### config.mk
export PLATFORM = sky130hd
export DESIGN_NAME = aosq_cfg_regs
export DESIGN_NICKNAME = d
export VERILOG_FILES = /design/src/rtl/aosq_pkg.sv /design/src/rtl/aosq_cfg_regs.sv
export SDC_FILE = /design/constraint.sdc
export NUM_CORES = 1
export LEC_CHECK = 0
export ABC_CLOCK_PERIOD_IN_PS = 5850
export BUFFER_PORTS_ARGS = -buffer_cell sky130_fd_sc_hd__buf_4
export CORE_MARGIN = 4
export CORE_UTILIZATION = 35
export CTS_CLUSTER_DIAMETER = 40
export CTS_CLUSTER_SIZE = 16
export DETAILED_ROUTE_END_ITERATION = 10
export PLACE_DENSITY = 0.57
export SYNTH_ARGS = -nofsm -noshare
export SYNTH_HDL_FRONTEND = slang
export SYNTH_SLANG_ARGS = --single-unit
### constraint.sdc
create_clock -name clk -period 5.85 [get_ports clk]
set_input_delay 0.585 -clock clk [delete_from_list [all_inputs] [get_ports clk]]
set_output_delay 0.585 -clock clk [all_outputs]
set_load 0.02 [all_outputs]
### src/rtl/aosq_pkg.sv
// Package for the ADC oversampling scan sequencer.
// Holds widths, register index codes and the derived-configuration struct.
// No dependencies.
package aosq_pkg;

    localparam int SAMPLE_BITS_DEF = 12;
    localparam int MAX_SLOTS_DEF   = 16;

    localparam int ACC_W       = 28;
    localparam int COUNT_W     = 17;
    localparam int SLOT_W      = 4;
    localparam int CHAN_W      = 5;
    localparam int VALUE_W     = 16;
    localparam int CFG_FIELD_W = 5;
    localparam int CFG_DATA_W  = 40;
    localparam int CFG_IDX_W   = 3;
    localparam int DEPTH_LIMIT = 16;
    localparam int LIST_SLOTS  = 16;
    localparam int CHAN_LIST_W = LIST_SLOTS * CHAN_W;

    typedef enum logic [CFG_IDX_W-1:0] {
        CFG_CHANNEL_COUNT   = 3'd0,
        CFG_OVERSAMPLE_LOG2 = 3'd1,
        CFG_EXTRA_BITS      = 3'd2,
        CFG_LIST_LOW        = 3'd3,
        CFG_LIST_HIGH       = 3'd4
    } cfg_index_t;

    // Configuration after clamping, as the datapath uses it
    typedef struct packed {
        logic [CFG_FIELD_W-1:0] depth;
        logic [CFG_FIELD_W-1:0] shift;
        logic [CFG_FIELD_W-1:0] count_lim;
        logic [CHAN_LIST_W-1:0] chan_list;
    } cfg_t;

endpackage

### src/rtl/aosq_cfg_regs.sv
// Configuration registers and their clamping into cfg_t.
// Depends on aosq_pkg.
module aosq_cfg_regs
    import aosq_pkg::*;
#(
    parameter int MAX_SLOTS = MAX_SLOTS_DEF
)(
    input  logic                   clk,
    input  logic                   rst_n,
    input  logic                   wr_en,
    input  logic [CFG_IDX_W-1:0]   wr_index,
    input  logic [CFG_DATA_W-1:0]  wr_data,
    output cfg_t                   cfg
);

    logic [CFG_FIELD_W-1:0] ch_count_reg, ch_count_next;
    logic [CFG_FIELD_W-1:0] ol2_reg,      ol2_next;
    logic [CFG_FIELD_W-1:0] extra_reg,    extra_next;
    logic [CFG_DATA_W-1:0]  list_lo_reg,  list_lo_next;
    logic [CFG_DATA_W-1:0]  list_hi_reg,  list_hi_next;

    always_comb
    begin
        ch_count_next = ch_count_reg;
        ol2_next      = ol2_reg;
        extra_next    = extra_reg;
        list_lo_next  = list_lo_reg;
        list_hi_next  = list_hi_reg;
        if (wr_en)
        begin
            case (cfg_index_t'(wr_index))
                CFG_CHANNEL_COUNT:   ch_count_next = wr_data[CFG_FIELD_W-1:0];
                CFG_OVERSAMPLE_LOG2: ol2_next      = wr_data[CFG_FIELD_W-1:0];
                CFG_EXTRA_BITS:      extra_next    = wr_data[CFG_FIELD_W-1:0];
                CFG_LIST_LOW:        list_lo_next  = wr_data;
                CFG_LIST_HIGH:       list_hi_next  = wr_data;
                default:             ;
            endcase
        end
    end

    always_ff @(posedge clk or negedge rst_n)
    begin
        if (!rst_n)
        begin
            ch_count_reg <= CFG_FIELD_W'(1);
            ol2_reg      <= CFG_FIELD_W'(1);
            extra_reg    <= '0;
            list_lo_reg  <= '0;
            list_hi_reg  <= '0;
        end
        else
        begin
            ch_count_reg <= ch_count_next;
            ol2_reg      <= ol2_next;
            extra_reg    <= extra_next;
            list_lo_reg  <= list_lo_next;
            list_hi_reg  <= list_hi_next;
        end
    end

    logic [CFG_FIELD_W-1:0] depth;
    logic [CFG_FIELD_W-1:0] extra;

    // Clamp depth to the limit, extra bits to depth, count to 1..MAX_SLOTS
    always_comb
    begin
        depth = (ol2_reg > CFG_FIELD_W'(DEPTH_LIMIT)) ? CFG_FIELD_W'(DEPTH_LIMIT) : ol2_reg;
        extra = (extra_reg > depth) ? depth : extra_reg;
        cfg.depth = depth;
        cfg.shift = depth - extra;
        if (ch_count_reg == '0)
            cfg.count_lim = CFG_FIELD_W'(1);
        else if (ch_count_reg > CFG_FIELD_W'(MAX_SLOTS))
            cfg.count_lim = CFG_FIELD_W'(MAX_SLOTS);
        else
            cfg.count_lim = ch_count_reg;
        cfg.chan_list = {list_hi_reg, list_lo_reg};
    end

endmodule

==> metrics.txt <==
Final min period=4.00 ns; antenna cells=0; critical path capture point type=output pin; status=complete, no violations; Lkg Pwr=0.00263 uW; Total Nets Final=462; initial core utilization=0.363; row cnt=38; Slew HR=0.221; Die ar.=0.0131 sq mm; Total Routed Length=9.03 mm; leading register cell type out of synthesis=dfrtp_1; post-route setup TNS=0 ns; Yosys reg bits=95; CTS tree=yes; Residual DRC=0; postcts setup bufs=0; vias in the first global route=2836; drt via density=4.71; P&R area growth vs syn=37.4%; fraction of registers with async set/reset=1.00; XOR/XNOR Fraction of Synth Area=0.00880; layout cell share with drive strength beyond 1=0.614; Critical Path AT=3.41 ns; Hold WC Path Type=in2async; Final Wtd Congestion=0.742; Yosys cell types=29; Synth Area in Adders=0.0333; Mapped Area=0.00398 sq mm; RSZ-0062 raised after global routing=false; 1st-iter DRT viols=61; Clock transition at path regs=0.06 ns; Final Hold Viols=0; sequential area share after synthesis=0.598; Worst Slack Setup Final=1.85 ns; Core Area=0.0110 sq mm; Slew Limit Fails=0; ANT nets after route=0; worst-path maximum fanout=5; Critical Path RT=5.27 ns; post-synthesis mux area share=0.276; global-route wire length before repair=14.7 mm; VDD IR max=0.239 mV; syn_area_per_cell=15.1 sq um; drt first pass iters=4; Design Power=2390 uW; crit share post-route=0.683; drt wl/cell=16.4 microns; worst slew pin tran=1.15 ns; final setup fails=0; I/O Pins=141; Die W=115 microns; Synth Area in Simple Gates=0.0390; TritonCTS buffer count=9; maxcap violations=0; pre-CTS setup slack=2.19 ns; P per Cell Area=437 mW/mm^2; pin count of the biggest net entering global routing=73; Post-Synthesis Cells=264; critical path class=reg2out; H-tree depth=3; grt ovf=0; total track usage=0.144; syn nets=320; clk_lat worst skew=0.33 ns; Post-synth EDFFs=0; largest family of logic cells by synthesized area=multiplexers; initial antenna violation count=0; clock root cell=clkbuf_16; CTS Buffer Depth=2; Chip Height=115 microns; Port-buffer cells=140; crit start category=flop; Post-CTS Hold Fix Bufs=0; Synth Area in Compound Gates=0.0192; vias=2588; Sink Count=95; # resized after CTS=0; Core Util, Final=0.498; Peak Freq=0.250 GHz; Layout Skew=0 ns; dpl hpwl=6.68 mm; synth warn=0
-- through the flow --
step	instance area, sq um	std cells	hold WS (ns)
floorplan	3980	264	0.289
global route	5470	549	0.148
detailed placement	5170	535	0.486
CTS	5470	549	0.134
global placement	5170	535	0.470
finish	5470	549	0.135
-- logic make-up after synthesis --
| kind of cell | after synthesis |
|---|---|
| mux | 98 |
| flops | 95 |
| simple gates | 25 |
| buf+inv | 22 |
| compound gates | 10 |
| fa+ha+maj | 10 |
| xor+xnor | 4 |
-- cells in the final DEF, fill, tap and decap left out, drive strengths merged, types with 2 or more instances in the layout --
master,netlist,final
nor2,5,5
mux2i,4,4
a21oi,2,2
o21ai,2,2
inv,10,10
clkbuf,2,10
nand2b,2,2
mux2,94,94
buf,10,143
bufinv,0,2
nor4bb,2,2
nand2,7,7
nor3,2,2
ha,9,9
a21o,3,3
xor2,2,2
xnor2,2,2
dfstp,2,2
dfrtp,93,93
nor2b,4,4
-- cells in the mapped netlist (3+ instances only) --
cell     instances  area, sq um
nor2b_1          4         25.0
nand2_1          7         26.3
nor2_1           5         18.8
dfrtp_1         93         2330
buf_4            4         30.0
buf_2            6         30.0
mux2i_1          4         40.0
inv_1           10         37.5
a21o_1           3         22.5
mux2_1           5         56.3
ha_1             9          113
mux2_2          89         1000
-- report_power, final --
group | internal (uW) | leakage (uW) | switching, uW | total, uW
sequential | 804 | 0.00114 | 83.1 | 887
clock | 369 | 0.000144 | 230 | 598
combinational | 434 | 0.00135 | 469 | 903
-- routing by layer --
layer / share of wire / global-route usage / wire length, microns / vias up
li1: - / - / - / 1209
met3: 0.099 / 0.0640 / 894 / 10
met2: 0.48 / 0.227 / 4370 / 86
met1: 0.41 / 0.177 / 3680 / 1283
met4: 0.0097 / 0.0499 / 88 / 0
met5: 0 / 0 / 0 / -
-- critical path, stage by stage (launching register included) --
cell	delay, ns
dfrtp_1	0.41
nor2b_1	0.29
inv_1	0.14
ha_1	0.32
nand2b_1	0.07
a211oi_2	0.28
o22ai_2	0.20
mux2_1	0.37
fa_1	0.44
inv_1	0.07
a21o_1	0.10
a21oi_1	0.07
xor2_1	0.16
buf_4	0.16
-- path summary, 6_finish.rpt --
path,start,endpoint,slack [ns],cells after the start
max,ol2_reg[4],cfg[89],1.85,13
min,rst_n,list_hi_reg[24],0.14,1
min reg2reg,list_hi_reg[27],list_hi_reg[27],0.49,1
max reg2reg,ol2_reg[4],ol2_reg[4],5.00,2
max in group asynchronous,rst_n,list_lo_reg[33],4.49,2
min in group clk,wr_data[26],list_hi_reg[26],0.47,2
-- layout make-up --
type | instances | area [sq um]
clock buffer | 10 | 229
clock inverter | 4 | 72.6
fill | 985 | 5510
inverter | 10 | 37.5
multi-input combinational | 147 | 1500
sequential | 95 | 2380
tap | 140 | 175
timing repair buffer | 143 | 1070
No activity file was read; power rests on OpenSTA's default activity.
