File: config.mk
export PLATFORM = sky130hd
export DESIGN_NAME = aosq_accum
export DESIGN_NICKNAME = d
export VERILOG_FILES = /design/src/rtl/aosq_pkg.sv /design/src/rtl/aosq_accum.sv
export SDC_FILE = /design/constraint.sdc
export NUM_CORES = 1
export LEC_CHECK = 0
export BUFFER_PORTS_ARGS = -buffer_cell sky130_fd_sc_hd__buf_2
export CAP_MARGIN = 20
export CORE_MARGIN = 4
export CORE_UTILIZATION = 50
export CTS_BUF_LIST = sky130_fd_sc_hd__clkbuf_8
export CTS_CLUSTER_DIAMETER = 150
export CTS_CLUSTER_SIZE = 28
export DETAILED_ROUTE_END_ITERATION = 8
export PLACE_DENSITY = 0.82
export SLEW_MARGIN = 10
export SYNTH_ARGS = -nofsm -noshare
export SYNTH_HDL_FRONTEND = slang
export SYNTH_SLANG_ARGS = --single-unit
File: constraint.sdc
create_clock -name clk -period 5.6 [get_ports clk]
set_input_delay 0.28 -clock clk [delete_from_list [all_inputs] [get_ports clk]]
set_output_delay 0.28 -clock clk [all_outputs]
set_load 0.01 [all_outputs]
File: src/rtl/aosq_pkg.sv
// Package for the ADC oversampling scan sequencer.
// Holds widths, register index codes and the derived-configuration struct.
// No dependencies.
package aosq_pkg;

    localparam int SAMPLE_BITS_DEF = 12;
    localparam int MAX_SLOTS_DEF   = 16;

    localparam int ACC_W       = 28;
    localparam int COUNT_W     = 17;
    localparam int SLOT_W      = 4;
    localparam int CHAN_W      = 5;
    localparam int VALUE_W     = 16;
    localparam int CFG_FIELD_W = 5;
    localparam int CFG_DATA_W  = 40;
    localparam int CFG_IDX_W   = 3;
    localparam int DEPTH_LIMIT = 16;
    localparam int LIST_SLOTS  = 16;
    localparam int CHAN_LIST_W = LIST_SLOTS * CHAN_W;

    typedef enum logic [CFG_IDX_W-1:0] {
        CFG_CHANNEL_COUNT   = 3'd0,
        CFG_OVERSAMPLE_LOG2 = 3'd1,
        CFG_EXTRA_BITS      = 3'd2,
        CFG_LIST_LOW        = 3'd3,
        CFG_LIST_HIGH       = 3'd4
    } cfg_index_t;

    // Configuration after clamping, as the datapath uses it
    typedef struct packed {
        logic [CFG_FIELD_W-1:0] depth;
        logic [CFG_FIELD_W-1:0] shift;
        logic [CFG_FIELD_W-1:0] count_lim;
        logic [CHAN_LIST_W-1:0] chan_list;
    } cfg_t;

endpackage

File: src/rtl/aosq_accum.sv
// Accumulate, slot sequencing and result register.
// Depends on aosq_pkg.
module aosq_accum
    import aosq_pkg::*;
#(
    parameter int SAMPLE_BITS = SAMPLE_BITS_DEF
)(
    input  logic                   clk,
    input  logic                   rst_n,
    input  cfg_t                   cfg,
    input  logic                   in_valid,
    input  logic [SAMPLE_BITS-1:0] in_sample,
    output logic                   take,
    output logic                   out_valid,
    input  logic                   out_ready,
    output logic [SLOT_W-1:0]      out_slot,
    output logic [VALUE_W-1:0]     out_value,
    output logic                   out_frame_done,
    output logic [CHAN_W-1:0]      out_next_channel
);

    logic [ACC_W-1:0]   acc_reg,   acc_next;
    logic [COUNT_W-1:0] count_reg, count_next;
    logic [SLOT_W-1:0]  slot_reg,  slot_next;
    logic               valid_reg, valid_next;

    logic [SLOT_W-1:0]  res_slot_reg,  res_slot_next;
    logic [VALUE_W-1:0] res_value_reg, res_value_next;
    logic               res_done_reg,  res_done_next;
    logic [CHAN_W-1:0]  res_chan_reg,  res_chan_next;

    logic [COUNT_W-1:0] count_inc;
    logic [COUNT_W-1:0] target;
    logic               emit;
    logic [ACC_W:0]     acc_sum;
    logic [ACC_W-1:0]   acc_sat;
    logic [ACC_W-1:0]   shifted;
    logic [SLOT_W-1:0]  slot_inc;
    logic               wrap;
    logic [SLOT_W-1:0]  new_slot;
    logic [6:0]         chan_base;
    logic [CHAN_W-1:0]  listed;

    always_comb
    begin
        count_inc = count_reg + COUNT_W'(1);
        target    = COUNT_W'(1) << cfg.depth;
        emit      = (count_inc >= target);
        take      = in_valid && (!emit || !valid_reg || out_ready);

        acc_sum = {1'b0, acc_reg} + (ACC_W+1)'(in_sample);
        acc_sat = acc_sum[ACC_W] ? {ACC_W{1'b1}} : acc_sum[ACC_W-1:0];
        shifted = acc_sat >> cfg.shift;

        slot_inc  = slot_reg + SLOT_W'(1);
        wrap      = (slot_inc == '0) || ({1'b0, slot_inc} >= cfg.count_lim);
        new_slot  = wrap ? '0 : slot_inc;
        chan_base = {3'b000, new_slot} * 7'(CHAN_W);
        listed    = cfg.chan_list[chan_base +: CHAN_W];

        acc_next       = acc_reg;
        count_next     = count_reg;
        slot_next      = slot_reg;
        res_slot_next  = res_slot_reg;
        res_value_next = res_value_reg;
        res_done_next  = res_done_reg;
        res_chan_next  = res_chan_reg;
        valid_next     = out_ready ? 1'b0 : valid_reg;

        if (take)
        begin
            if (emit)
            begin
                acc_next       = '0;
                count_next     = '0;
                slot_next      = new_slot;
                valid_next     = 1'b1;
                res_slot_next  = slot_reg;
                res_value_next = (|shifted[ACC_W-1:VALUE_W]) ? {VALUE_W{1'b1}}
                                                           : shifted[VALUE_W-1:0];
                res_done_next  = wrap;
                res_chan_next  = listed + CHAN_W'(1);
            end
            else
            begin
                acc_next   = acc_sat;
                count_next = count_inc;
            end
        end
    end

    always_ff @(posedge clk or negedge rst_n)
    begin
        if (!rst_n)
        begin
            acc_reg   <= '0;
            count_reg <= '0;
            slot_reg  <= '0;
            valid_reg <= 1'b0;
        end
        else
        begin
            acc_reg   <= acc_next;
            count_reg <= count_next;
            slot_reg  <= slot_next;
            valid_reg <= valid_next;
        end
    end

    always_ff @(posedge clk)
    begin
        res_slot_reg  <= res_slot_next;
        res_value_reg <= res_value_next;
        res_done_reg  <= res_done_next;
        res_chan_reg  <= res_chan_next;
    end

    assign out_valid        = valid_reg;
    assign out_slot         = res_slot_reg;
    assign out_value        = res_value_reg;
    assign out_frame_done   = res_done_reg;
    assign out_next_channel = res_chan_reg;

`ifndef NO_ASSERTIONS
    // Count never runs beyond the largest target
    a_count_bound: assert property (@(posedge clk) disable iff (!rst_n)
        count_reg <= COUNT_W'(1 << DEPTH_LIMIT))
        else $error("sample count beyond largest target");

    // A completed slot clears the running sum and count
    a_clear_on_emit: assert property (@(posedge clk) disable iff (!rst_n)
        take && emit |=> (count_reg == '0) && (acc_reg == '0))
        else $error("accumulator not cleared after result");

    // A new result appears only from an item that completed a slot
    a_result_source: assert property (@(posedge clk) disable iff (!rst_n)
        (valid_reg && !$past(valid_reg && !out_ready)) |-> $past(take && emit))
        else $error("result register loaded without completed slot");

    // A stalled result must not be overwritten
    a_no_overwrite: assert property (@(posedge clk) disable iff (!rst_n)
        valid_reg && !out_ready |-> !(take && emit))
        else $error("pending result overwritten");
`endif

endmodule

==> results of run 1 <==
critical path, stage by stage (launching register included):
cell and delay [ns]:
dfrtp_1 0.39, ha_1 0.23, fa_1 0.41, a21oi_1 0.29, o211ai_2 0.26, nand4_4 0.23
a21oi_4 0.13, buf_4 0.25, nor2_1 0.28, o21ai_0 0.15, o21a_1 0.19, o41ai_1 0.47
o211a_1 0.23, and3_1 0.65, a22oi_1 0.20
layer usage:
metal / up-vias / global-route usage (%) / routed length, µm
met4: 0 / 7.09 / 418
met1: 3441 / 33.7 / 8660
met3: 45 / 4.83 / 1910
met5: - / 0 / 0
li1: 3463 / - / -
met2: 391 / 42.6 / 10400
Yosys cell counts (20+ instances only):
| cell | number |
|---|---|
| clkbuf_1 | 35 |
| nor3_1 | 21 |
| nor2_1 | 74 |
| o21ai_0 | 55 |
| nand4_1 | 20 |
| edfxtp_1 | 26 |
| xnor2_1 | 24 |
| nand2_1 | 93 |
| dfrtp_1 | 50 |
| nand3_1 | 34 |
| ha_1 | 36 |
| inv_1 | 21 |
| a21oi_1 | 39 |
| mux2i_1 | 33 |
stage by stage:
stage          setup WS (ns)  cell area [µm²]  instances  hold slack, ns  total power [W]
3_5_place_dp            1.05             8170       1132           0.441          0.00274
3_3_place_gp            1.12             8170       1132           0.430          0.00269
4_1_cts                 1.05             8340       1148          0.0192          0.00312
5_1_grt                0.650             8340       1148          0.0453          0.00337
2_1_floorplan           1.83             7450        857         -0.0156          0.00227
6_report               0.962             8340       1148         -0.0135          0.00313
logic make-up (layout without fill, tap and decap cells):
kind of cell | count (synthesis) | in the layout | synth area share, %
and+or+nand+nor | 299 | 299 | 19.3
AOI/OAI and AO/OA | 264 | 264 | 25.9
DFF | 76 | 76 | 27.3
buffers and inverters | 76 | 183 | 4.52
muxes | 66 | 66 | 12.1
xor gates and xnor gates | 39 | 39 | 4.59
adders and majority gates | 37 | 37 | 6.32
layout make-up:
| cell class | instances | area share (%) |
|---|---|---|
| clock buffer | 9 | 1.49 |
| clock inverter | 7 | 0.525 |
| inverter | 22 | 0.990 |
| multi-input combinational | 705 | 61.0 |
| sequential | 76 | 24.4 |
| tap | 184 | 2.76 |
| timing repair buffer | 145 | 8.91 |
power by group through the flow:
stage | Combinational (W) | Sequential [W] | Clock [W]
final | 0.00188 | 0.000862 | 0.000386
after global routing | 0.00207 | 0.000881 | 0.000414
after CTS | 0.00187 | 0.000862 | 0.000390
after detailed placement | 0.00187 | 0.000874 | 0
after global placement | 0.00182 | 0.000869 | 0
after floorplan | 0.00141 | 0.000865 | 0
how the worst max path moves through the flow:
| stage | from | end | slack, ns | cells after the start |
|---|---|---|---|---|
| global placement | in_sample[0] | out_value[11]$_SDFFCE_PP1P_ | 1.12 | 14 |
| global route | slot_reg[0]$_DFFE_PN0P_ | out_next_channel[4]$_DFFE_PP_ | 0.65 | 14 |
| floorplan | count_reg[0]$_DFFE_PN0P_ | out_frame_done$_DFFE_PP_ | 1.83 | 15 |
| CTS | slot_reg[0]$_DFFE_PN0P_ | out_next_channel[4]$_DFFE_PP_ | 1.05 | 14 |
| finish | acc_reg[0]$_DFFE_PN0P_ | out_value[11]$_SDFFCE_PP1P_ | 0.96 | 14 |
| detailed placement | slot_reg[0]$_DFFE_PN0P_ | out_next_channel[4]$_DFFE_PP_ | 1.05 | 14 |
==> results.sh, run 1 <==
export IMPL_hold_violations=10
export IMPL_synth_top_cell_area_share_pct=16.8
export IMPL_peakVddDrop_mv=0.381
export IMPL_drtPass1Iterations=6
export IMPL_synth_nets=1005
export IMPL_mostFrequentLayoutCells="buf_2, nand2_1, nor2_1"
export IMPL_die_w_um=130
export IMPL_htreeDepth=3
export IMPL_cts_resized_gates=0
export IMPL_swShare_pct=45.8
export IMPL_hold_buffers=0
export IMPL_p_int_w=0.00170
export IMPL_final_max_slew_violation_count=0
export IMPL_cp_start_kind="flip-flop"
export IMPL_multi_input_area_mm2=0.00508
export IMPL_p_sw_w=0.00143
export IMPL_status="complete, but fails checks"
export IMPL_syn_inst=857
export IMPL_clkSinkCount=76
export IMPL_rr_worst_depth=14
export IMPL_insertion_delay_ns=0.39
export IMPL_antenna_found_initial=0
export IMPL_power_density_mw_per_mm2=376
export IMPL_finalClockSkew_ns=0.0138
export IMPL_track_usage_pct=25.4
export IMPL_ff_latch_area_mm2=0.00203
export IMPL_dpl_hpwl_um=16400
export IMPL_rsz0062_at_grt="no"
export IMPL_die_height_um=130
export IMPL_row_count=44
export IMPL_cts_buffers=9
export IMPL_clk_path_buf_depth=2
export IMPL_synthFlopType="dfrtp_1"
export IMPL_holdWs_ns=-0.0135
export IMPL_async_flop_share_pct=65.8
export IMPL_power_frac_clock_pct=12.3
export IMPL_yosys_area_top_type="dfrtp_1"
export IMPL_wl_um=21400
export IMPL_crit_required_ns=5.69
export IMPL_clock_fmax_mhz=216
export IMPL_grt_pass1_vias=7018
export IMPL_netlist_area_mm2=0.00745
export IMPL_via_per_inst=6.39
export IMPL_start_util_pct=51.0
export IMPL_setup_violations=0
export IMPL_grt_pass1_wl_um=34700
export IMPL_gp_congestion=0.948
export IMPL_first_iter_violations=931
export IMPL_cp_arrival_ns=4.73
export IMPL_leakage_nw=3.59
export IMPL_worst_slew_margin_rel_pct=32.5
export IMPL_tns_ns=0
export IMPL_tightestPinTransition_ns=1.01
export IMPL_antenna_cells=0
export IMPL_period_needed_ns=4.64
export IMPL_finalNetCount=1107
export IMPL_final_antenna_net_count=0
export IMPL_rr_startpoint="acc_reg[0]$_DFFE_PN0P_"
export IMPL_io_buffer_count=138
export IMPL_r2r_end="out_value[11]$_SDFFCE_PP1P_"
export IMPL_cts_setup_buffers=0
export IMPL_finalCritPeriodShare_pct=82.8
export IMPL_syn_avg_cell_area_um2=8.69
export IMPL_min_path_type="input pin to async pin"
export IMPL_critPathKind="flip-flop to flip-flop"
export IMPL_yosysWarnings=0
export IMPL_p_seq_share_pct=27.5
export IMPL_crit_fanout=17
export IMPL_io_pins=139
export IMPL_clkTransAtPathRegs_ns=0.09
export IMPL_die_area_mm2=0.0169
export IMPL_drcViolationCount=0
export IMPL_yosysSeqAreaShare_pct=27.3
export IMPL_ys_types=83
export IMPL_ys_ff_latch=76
export IMPL_fillers=1303
export IMPL_critPathCaptureType="flip-flop"
export IMPL_overflow=0
export IMPL_grt_max_degree=51
export IMPL_root_buffer="clkbuf_8"
export IMPL_layout_commonest_cell="buf_2"
export IMPL_fin_util_pct=57.2
export IMPL_synth_edf_count=26
export IMPL_cts_tree="built"
export IMPL_max_cap_violations=0
export IMPL_yosys_top_cells_area="dfrtp_1, edfxtp_1, ha_1, mux4_2, nand2_1"
export IMPL_syn_to_final_growth_pct=12.0
export IMPL_drive_gt1_share_pct=23.5
export IMPL_p_comb_share_pct=60.2
export IMPL_coreArea_mm2=0.0146
export IMPL_r2r_slack_ns=0.96
export IMPL_routedWlPerCell_um=18.6
export IMPL_vias=7340
export IMPL_violations="hold timing"
export IMPL_largest_reg_flops=28
No activity file was read; power rests on OpenSTA's default activity.
==> run 2, diff against run 1 <==
--- a/config.mk
+++ b/config.mk
@@ -5,6 +5,7 @@
 export SDC_FILE = /design/constraint.sdc
 export NUM_CORES = 1
 export LEC_CHECK = 0
+export ABC_AREA = 1
 export BUFFER_PORTS_ARGS = -buffer_cell sky130_fd_sc_hd__buf_2
 export CAP_MARGIN = 20
 export CORE_MARGIN = 4
@@ -13,7 +14,7 @@
 export CTS_CLUSTER_DIAMETER = 150
 export CTS_CLUSTER_SIZE = 28
 export DETAILED_ROUTE_END_ITERATION = 8
-export PLACE_DENSITY = 0.82
+export PLACE_DENSITY = 0.81
 export SLEW_MARGIN = 10
 export SYNTH_ARGS = -nofsm -noshare
 export SYNTH_HDL_FRONTEND = slang
==> constraint.sdc (replaced) <==
create_clock -name clk -period 4.3 [get_ports clk]
set_input_delay 0.215 -clock clk [delete_from_list [all_inputs] [get_ports clk]]
set_output_delay 0.215 -clock clk [all_outputs]
set_load 0.01 [all_outputs]
==> run 2 against run 1 <==
- the run now ends clean
- synthesized cell count is 49% higher
- total power is 47% higher
- largest cell class unchanged
- via count increased by 21%
- first-iteration DRC count decreased by 14%
==> results.sh, run 2 <==
export IMPL_status="finished clean"
export IMPL_grt_most_used_layer="met2"
export IMPL_die_height_um=134
export IMPL_cp_num_buf_inv=3
export IMPL_io_buffer_count=138
export IMPL_grt_pass1_wl_um=38900
export IMPL_finalNetCount=1528
export IMPL_finalClockSkew_ns=0.0197
export IMPL_synth_edf_count=26
export IMPL_power_density_mw_per_mm2=512
export IMPL_min_path_type="input pin to flip-flop"
export IMPL_grt_use_met1_pct=33.0
export IMPL_tns_ns=0
export IMPL_yosysWarnings=0
export IMPL_coreArea_mm2=0.0154
export IMPL_clkTransAtPathRegs_ns=0.10
export IMPL_yosys_top_cells_area="nand2_1, dfrtp_1, nand3_1, edfxtp_1, inv_1"
export IMPL_grt_util_met3_pct=3.75
export IMPL_antenna_cells=0
export IMPL_pre_cts_slack_ns=0.389
export IMPL_drcViolationCount=0
export IMPL_routedWlPerCell_um=14.6
export IMPL_peakVddDrop_mv=0.538
export IMPL_die_area_mm2=0.0180
export IMPL_synth_nets=1422
export IMPL_cp_arrival_ns=3.73
export IMPL_crit_fanout=7
export IMPL_critPathKind="flip-flop to output pin"
export IMPL_htreeDepth=3
export IMPL_die_w_um=134
export IMPL_final_antenna_net_count=0
export IMPL_holdWs_ns=0.0323
export IMPL_synth_top_cell_area_share_pct=18.3
export IMPL_ys_types=42
export IMPL_tightestPinTransition_ns=0.926
export IMPL_mostFrequentLayoutCells="nand2_1, nand3_1, inv_1"
export IMPL_wl_um=23400
export IMPL_async_flop_share_pct=65.8
export IMPL_cp_slowest_cell="dfrtp_1"
export IMPL_multi_input_area_mm2=0.00509
export IMPL_synthFlopType="dfrtp_1"
export IMPL_max_cap_violations=0
export IMPL_grt_max_degree=51
export IMPL_overflow=0
export IMPL_synth_commonest_cells="nand2_1, nand3_1, inv_1"
export IMPL_netlist_area_mm2=0.00794
export IMPL_place_area_mm2=0.00872
export IMPL_crit_chain="ha_1 > nand2_1 > inv_1 > nand4_1 > nor2_1 > nand2_1 > nor3_1 > nand3_1 > nor3_1 > xor2_1 > ha_1 > a21oi_1 > o21ai_0 > a21oi_1 > nand4_1 > a21oi_2 > buf_4 > buf_2"
export IMPL_fin_area_mm2=0.00900
export IMPL_root_buffer="clkbuf_8"
export IMPL_antenna_found_initial=0
export IMPL_largest_reg_flops=28
export IMPL_rsz0062_at_grt="no"
export IMPL_finalCritPeriodShare_pct=91.7
export IMPL_grt_use_met2_pct=45.7
export IMPL_cp_start_kind="flip-flop"
export IMPL_clock_fmax_mhz=254
export IMPL_track_usage_pct=26.1
export IMPL_layout_commonest_cell="nand2_1"
export IMPL_gp_congestion=0.942
export IMPL_insertion_delay_ns=0.38
export IMPL_via_per_inst=5.56
export IMPL_syn_inst=1274
export IMPL_clkSinkCount=76
export IMPL_ys_ff_latch=76
export IMPL_critPathTopFamily="simple AND/OR/NAND/NOR gates"
export IMPL_syn_avg_cell_area_um2=6.23
export IMPL_max_stage_delay_ns=0.42
export IMPL_setup_violations=0
export IMPL_critPathCaptureType="output pin"
export IMPL_leakage_nw=4.72
export IMPL_start_util_pct=51.7
export IMPL_final_max_slew_violation_count=0
export IMPL_drive_gt1_share_pct=15.5
export IMPL_yosysSeqAreaShare_pct=25.6
export IMPL_worst_slew_margin_rel_pct=38.2
export IMPL_io_pins=139
export IMPL_cts_tree="built"
export IMPL_hold_violations=0
export IMPL_layout_setup_ws_ns=0.358
export IMPL_cts_buffers=9
export IMPL_grt_pass1_vias=8370
export IMPL_ff_latch_area_mm2=0.00203
export IMPL_crit_required_ns=4.09
export IMPL_vias=8873
export IMPL_synth_most_common_cell="nand2_1"
export IMPL_period_needed_ns=3.94
export IMPL_syn_to_final_growth_pct=13.3
export IMPL_drtPass1Iterations=6
export IMPL_row_count=45
export IMPL_first_iter_violations=804
export IMPL_yosys_area_top_type="nand2_1"
export IMPL_clk_path_buf_depth=2
export IMPL_dpl_hpwl_um=18000
export IMPL_fillers=1519
[run 2: final cells by class]
cell class,instances,share of cell area (%)
Clock buffer,9,1.38
Tap cell,211,2.93
Timing Repair Buffer,151,8.83
Sequential cell,76,22.6
Inverter,152,6.38
Clock inverter,7,1.36
Multi-Input combinational cell,990,56.5
[run 2: kinds of logic after synthesis]
group / count (synthesis) / share of synthesized area, %
and+or+nand+nor: 800 / 45.8
xor gates and xnor gates: 14 / 1.54
AOI/OAI and AO/OA: 139 / 10.6
DFF: 76 / 25.6
adders and majority gates: 37 / 5.92
buffers and inverters: 208 / 10.5
[run 2: path summary, 6_finish.rpt]
check / cells past startpoint / slack (ns) / startpoint / end
setup / recovery: 18 / 0.36 / count_reg[0]$_DFFE_PN0P_ / take
hold / removal: 2 / 0.03 / out_ready / out_valid$_DFF_PN0_
setup reg to reg: 19 / 0.43 / count_reg[0]$_DFFE_PN0P_ / acc_reg[1]$_DFFE_PN0P_
hold reg to reg: 2 / 0.48 / acc_reg[7]$_DFFE_PN0P_ / acc_reg[7]$_DFFE_PN0P_
max in group asynchronous: 3 / 3.34 / rst_n / slot_reg[0]$_DFFE_PN0P_
min in group asynchronous: 3 / 0.49 / rst_n / acc_reg[26]$_DFFE_PN0P_
[run 2: stage by stage]
step,power (W),cells,utilization (%)
2_1_floorplan,0.00312,1274,-
3_3_place_gp,0.00383,1578,56.7
3_5_place_dp,0.00388,1578,56.7
4_1_cts,0.00459,1595,58.4
5_1_grt,0.00502,1596,58.5
6_report,0.00461,1596,58.5
[run 2: layer usage]
metal  vias up  wire length (µm)
met4         0               628
met2       330             11400
met1      3994              9830
met3        52              1450
met5         -                 0
li1       4497                 -
[run 2: repair_timing]
action / CTS / global route
setup buffers: 0 / 1
endpoints found under the hold margin: 50 / 0
setup endpoints to repair: 0 / 41
hold buffers: 1 / 0
resized for setup: 0 / 4
[run 2: where the power goes]
part | leakage (nW) | switching [W] | internal (W)
registers | 0.911 | 0.000103 | 0.00102
logic | 3.68 | 0.00183 | 0.000955
clock network | 0.124 | 0.000307 | 0.000390
total | 4.72 | 0.00224 | 0.00236
